File: config.mk
export PLATFORM = sky130hd
export DESIGN_NAME = cscc_cfg_regs
export DESIGN_NICKNAME = d
export VERILOG_FILES = /design/src/rtl/core/cscc_pkg.sv /design/src/rtl/core/cscc_cfg_regs.sv
export SDC_FILE = /design/constraint.sdc
export NUM_CORES = 1
export LEC_CHECK = 0
export BUFFER_PORTS_ARGS = -buffer_cell sky130_fd_sc_hd__buf_2
export CAP_MARGIN = 20
export CORE_ASPECT_RATIO = 1.4
export CORE_UTILIZATION = 40
export CTS_CLUSTER_SIZE = 14
export DETAILED_ROUTE_END_ITERATION = 16
export GPL_TIMING_DRIVEN = 0
export PLACE_DENSITY = 0.65
export REMOVE_ABC_BUFFERS = 1
export SYNTH_ARGS = -nofsm -noshare
export SYNTH_HDL_FRONTEND = slang
export SYNTH_SLANG_ARGS = --single-unit
File: constraint.sdc
create_clock -name i_clk -period 2.5 [get_ports i_clk]
set_clock_uncertainty 0.05 [all_clocks]
set_input_delay 0.25 -clock i_clk [delete_from_list [all_inputs] [get_ports i_clk]]
set_output_delay 0.25 -clock i_clk [all_outputs]
set_load 0.01 [all_outputs]
File: src/rtl/core/cscc_pkg.sv
`default_nettype none

package cscc_pkg;

    localparam int unsigned CRC_W       = 16;
    localparam int unsigned WORD_W      = 32;
    localparam int unsigned ADDR_W      = 5;
    localparam int unsigned ABITS_W     = 3;
    localparam int unsigned CFG_IDX_W   = 3;
    localparam logic [CRC_W-1:0] CRC_POLY = 16'h8005;
    localparam logic [ABITS_W-1:0] ADDR_BITS_MAX = 3'd5;

    // register indexes of the configuration port
    typedef enum logic [CFG_IDX_W-1:0] {
        CFG_CRC_REG_ADDR    = 3'd0,
        CFG_CMD_REG_ADDR    = 3'd1,
        CFG_FRAME_DATA_ADDR = 3'd2,
        CFG_RESET_CRC_CODE  = 3'd3,
        CFG_ADDRESS_BITS    = 3'd4,
        CFG_AUTO_CRC_ENABLE = 3'd5
    } t_cfg_idx;

    typedef struct packed {
        logic [ADDR_W-1:0]  crc_reg_addr;
        logic [ADDR_W-1:0]  cmd_reg_addr;
        logic [ADDR_W-1:0]  frame_data_addr;
        logic [WORD_W-1:0]  reset_crc_code;
        logic [ABITS_W-1:0] address_bits;
        logic               auto_crc_enable;
    } t_cfg;

    typedef struct packed {
        logic [ADDR_W-1:0] reg_address;
        logic [WORD_W-1:0] payload_word;
        logic              first_word;
        logic              last_word;
    } t_in_word;

    typedef struct packed {
        logic [CRC_W-1:0] crc_value;
        logic             crc_kind;
    } t_crc_word;

    // one serial crc step, msb-style
    function automatic logic [CRC_W-1:0] crc_bit(input logic [CRC_W-1:0] crc,
                                                  input logic din);
        logic top;
        top = crc[CRC_W-1] ^ din;
        return {crc[CRC_W-2:0], 1'b0} ^ (top ? CRC_POLY : '0);
    endfunction

    // payload word folded lsb first, unrolls to an xor network
    function automatic logic [CRC_W-1:0] crc_word(input logic [CRC_W-1:0] crc,
                                                   input logic [WORD_W-1:0] w);
        logic [CRC_W-1:0] c;
        c = crc;
        for (int i = 0; i < WORD_W; i++) begin
            c = crc_bit(c, w[i]);
        end
        return c;
    endfunction

    // low nab address bits folded lsb first
    function automatic logic [CRC_W-1:0] crc_addr(input logic [CRC_W-1:0] crc,
                                                   input logic [ADDR_W-1:0] a,
                                                   input logic [ABITS_W-1:0] nab);
        logic [CRC_W-1:0] c;
        c = crc;
        for (int i = 0; i < ADDR_W; i++) begin
            if (ABITS_W'(i) < nab) begin
                c = crc_bit(c, a[i]);
            end
        end
        return c;
    endfunction

    function automatic logic [CRC_W-1:0] bit_rev(input logic [CRC_W-1:0] v);
        logic [CRC_W-1:0] r;
        for (int i = 0; i < CRC_W; i++) begin
            r[i] = v[CRC_W-1-i];
        end
        return r;
    endfunction

endpackage

`default_nettype wire

File: src/rtl/core/cscc_cfg_regs.sv
`default_nettype none

module cscc_cfg_regs (
    input  wire                              i_clk,
    input  wire                              i_rst_n,
    input  wire                              i_cfg_we,
    input  wire [cscc_pkg::CFG_IDX_W-1:0]    i_cfg_idx,
    input  wire [cscc_pkg::WORD_W-1:0]       i_cfg_data,
    output cscc_pkg::t_cfg                   o_cfg
);

    cscc_pkg::t_cfg r_cfg;

    always_ff @(posedge i_clk) begin
        if (!i_rst_n) begin
            r_cfg.crc_reg_addr    <= 5'd0;
            r_cfg.cmd_reg_addr    <= 5'd4;
            r_cfg.frame_data_addr <= 5'd2;
            r_cfg.reset_crc_code  <= 32'd7;
            r_cfg.address_bits    <= 3'd5;
            r_cfg.auto_crc_enable <= 1'b1;
        end else if (i_cfg_we) begin
            case (cscc_pkg::t_cfg_idx'(i_cfg_idx))
                cscc_pkg::CFG_CRC_REG_ADDR: begin
                    r_cfg.crc_reg_addr <= i_cfg_data[cscc_pkg::ADDR_W-1:0];
                end
                cscc_pkg::CFG_CMD_REG_ADDR: begin
                    r_cfg.cmd_reg_addr <= i_cfg_data[cscc_pkg::ADDR_W-1:0];
                end
                cscc_pkg::CFG_FRAME_DATA_ADDR: begin
                    r_cfg.frame_data_addr <= i_cfg_data[cscc_pkg::ADDR_W-1:0];
                end
                cscc_pkg::CFG_RESET_CRC_CODE: begin
                    r_cfg.reset_crc_code <= i_cfg_data;
                end
                cscc_pkg::CFG_ADDRESS_BITS: begin
                    r_cfg.address_bits <= i_cfg_data[cscc_pkg::ABITS_W-1:0];
                end
                cscc_pkg::CFG_AUTO_CRC_ENABLE: begin
                    r_cfg.auto_crc_enable <= i_cfg_data[0];
                end
                default: begin
                end
            endcase
        end
    end

    assign o_cfg = r_cfg;

endmodule

`default_nettype wire

; ---- After elaboration in Yosys (flattened, before gate mapping)
; Cells that the tools add are included.
[classes]
n_eq_ne = 5
reduce_logical = 7
[op_table]
columns = operator, count
row1 = 2-bit AND reduction, 6
row2 = "3-bit by 2-bit == test with 1-bit output, second input constant", 2
row3 = "3-bit == test, second input constant", 2
row4 = "3-bit by 1-bit == test with 1-bit output, second input constant", 1
row5 = 3-bit logical NOT, 1
[totals]
reg_bits = 51
in_bits = 38
output_inout_bits = 51

; ---- Longest topological paths before layout
[logic_depth]
depth_word = 2
ltp_mapped = 5
depth_no_buf = 2

; ---- Least setup slack after synthesis
; No wires, ideal clock.
[synth_path]
path_type = input to register
from = input i_rst_n
to = register r_cfg, in the netlist o_cfg[15]
arrival_time_ns = 0.984
required_time_ns = 2.378
slack_ns = 1.394
cell_stages = 5
n_path_buf = 3
path_cell_list = clkbuf_1 buf_4 clkbuf_1 nand2_1 mux2i_1
[synth_lines]
columns = item, line
row1 = "start, declared", cscc_cfg_regs.sv:5  ; input wire i_rst_n,
row2 = "end, declared", cscc_cfg_regs.sv:12  ; cscc_pkg::t_cfg r_cfg;

; ---- Final worst setup path
[layout_path]
from = input i_cfg_idx[2] (netlist bit)
to = register r_cfg, in the netlist o_cfg[21]
[layout_via]
elab_chain_len = 2
[layout_rtl]
columns = item, line
row1 = "start, declared", cscc_cfg_regs.sv:7  ; input wire [cscc_pkg::CFG_IDX_W-1:0] i_cfg_idx,
row2 = 3-bit by 2-bit == test with 1-bit output, cscc_cfg_regs.sv:23  ; case (cscc_pkg::t_cfg_idx'(i_cfg_idx))
row3 = 2-bit AND reduction (no line), -
; No other way between the ends.
; A chain may end at the register's enable or synchronous reset.

==> run_results.csv <==
group,metric,value,unit
run_status,status,"complete, no violations",
die,die_area,5505,sq um
clocking,cts_max_path_buffers,2,
die,ioPinCount,89,
final_layout,fin_cells,356,
global_routing,grt_max_degree,50,
die,start_util,42.37,%
setup_path,worstPathArrival,1.46,ns
synth,syn_area,2083,sq um
route,postRouteAntennaNets,0,
final_layout,drive_gt1_share,34.25,%
clocking,clock_latency,0.29,ns
clocking,clock_sinks,51,
clocking,cts_buffers,5,
power,power_density,590.1,nW/um^2
setup_path,critical_path_class,"in2reg",
sta,worstMarginPinSlew,0.7891,ns
setup_path,endpoint_kind,"flop",
clocking,cts_hold_buf,0,
die,core_area,4917,sq um
sta,setup_violations,0,
sta,period_share,51.28,%
final_layout,diodes,0,
synth,yosys.cell_types.count,13,
synth,yosysWarningCount,0,
synth,yosys-top-cells-area,"dfxtp_1 (49%), mux2i_1 (25%), nand2_1 (14%), nor2b_1 (3.3%), buf_12 (2.9%)",
die,die_w,62.99,microns
route,drt_iter0_drc,38,
power,power.leakage,1.250,nW
setup_path,start_kind,"primary input",
placed_design,placed_area,2520,sq um
clocking,cts.repair.resized,0,
route,post-route-drc-count,0,
global_routing,gr-usage-all-layers,15.64,%
synth,ys_seq_area_share,49.01,%
sta,relSlewSlack,47.39,%
final_layout,fin_util,53.64,%
global_routing,grt_pass1_wl,6.679,mm
final_layout,final_nets,329,
die,rows,30,
die,die_h,87.39,microns
placed_design,hpwl,3.041,mm
synth,ys_ff_latch,51,
sta,hold_viol,0,
clocking,cts_htree_levels,2,
synth,syn_inst,210,
final_layout,area_growth_syn_to_layout,26.61,%
synth,yosysTopAreaCell,"dfxtp_1",
sta,drv_slew,0,
placed_design,io_buffers,88,
route,wl_per_cell,11.61,microns
synth,syn_avg_cell_area,9.920,sq um
placed_design,numPlacedInstances,348,
global_routing,grt-ovfl-total,0,
sta,period_needed,1.282,ns
global_routing,grt_pass1_vias,1532,
synth,synth_top_area_share,49.01,%
route,vias_per_cell,4.669,
setup_path,crit_required,2.67,ns
clocking,cts_root_buf,"clkbuf_8",
route,num_vias,1662,
global_routing,antenna_found_initial,0,
placed_design,finalWeightedCongestion,0.6995,
sta,rsz0062_at_grt,"false",
clocking,clk_pin_slew,0.09,ns
run,drv_cap,0,
setup_path,path_max_fanout,19,
final_layout,largest_reg_flops,51,
power,vdd_drop_max,0.2796,mV
hold_path,hold_path.class,"in2reg",
route,firstDrtPassIters,4,
clocking,cts_setup_buffers,0,
final_layout,stdcell_area,2638,sq um
route,wl,4.134,mm
sta,tns,0,ns
clocking,cts_tree,"built",
sta,fmax,0.7800,GHz
-- cells in the final DEF (no fill, tap or decap) --
cell and instances:
bufinv_16 1, nand2_1 75, and4b_2 1, nand4bb_1 3, mux2i_1 51, buf_2 88
clkinv_2 1, nor2b_1 11, dfxtp_1 51, buf_12 2, clkbuf_8 6, nor4b_4 1
nand4b_1 1
-- worst paths after layout --
| check | startpoint | end | slack (ns) | cells past startpoint |
|---|---|---|---|---|
| max | i_cfg_idx[2] | o_cfg[21] | 1.22 | 4 |
| min | i_cfg_data[11] | o_cfg[15] | 0.14 | 3 |
| max reg2reg | o_cfg[37] | o_cfg[37] | 1.80 | 2 |
| min reg2reg | o_cfg[9] | o_cfg[9] | 0.41 | 2 |
-- kinds of logic (layout without fill, tap and decap cells) --
group         count (synthesis)  after routing  share of synthesized area (%)
simple gates                 92             92                          20.48
mux                          51             51                          24.50
flops                        51             51                          49.01
buf+inv                      16             98                          6.006
-- final cells by class --
| type | count | area [sq um] |
|---|---|---|
| Timing Repair Buffer | 90 | 480.5 |
| Clock buffer | 6 | 82.58 |
| Fill cell | 493 | 2280 |
| Multi-Input combinational cell | 143 | 938.4 |
| Sequential cell | 51 | 1021 |
| Clock inverter | 2 | 35.03 |
| Tap cell | 64 | 80.08 |
-- critical path, cell delays in order --
cell and delay, ns:
buf_2 0.14, and4b_2 0.60, buf_12 0.25, mux2i_1 0.21
-- through the flow --
step / power [W] / hold WS [ns] / worst slack [ns]
2_1_floorplan: 0.0009168 / 0.3421 / 0.6137
3_3_place_gp: 0.0009921 / 0.3888 / 0.01531
3_5_place_dp: 0.0009992 / 0.3982 / 0.8715
4_1_cts: 0.001584 / 0.1250 / 1.189
5_1_grt: 0.001626 / 0.1259 / 1.122
6_report: 0.001556 / 0.1379 / 1.218
-- cell usage after synthesis (all sizes together) --
library cell	number
and4b	1
buf	9
clkbuf	7
dfxtp	51
mux2i	51
nand2	75
nand4b	1
nand4bb	3
nor2b	11
nor4b	1
-- per-layer routing --
metal | part of all wire [%] | global-route usage [%] | up-vias
li1 | - | - | 845
met1 | 40 | 16.02 | 766
met2 | 53 | 29.62 | 46
met3 | 4.9 | 4.188 | 5
met4 | 1.6 | 6.342 | 0
met5 | 0 | 0 | -
-- report_power, final --
group | switching [W] | internal [W] | total [W]
sequential | 0.00000833 | 0.000830 | 0.000838
clock | 0.000255 | 0.000324 | 0.000579
combinational | 0.0000741 | 0.0000654 | 0.000140
total | 0.000337 | 0.00122 | 0.00156
No activity file was read; power rests on OpenSTA's default activity.
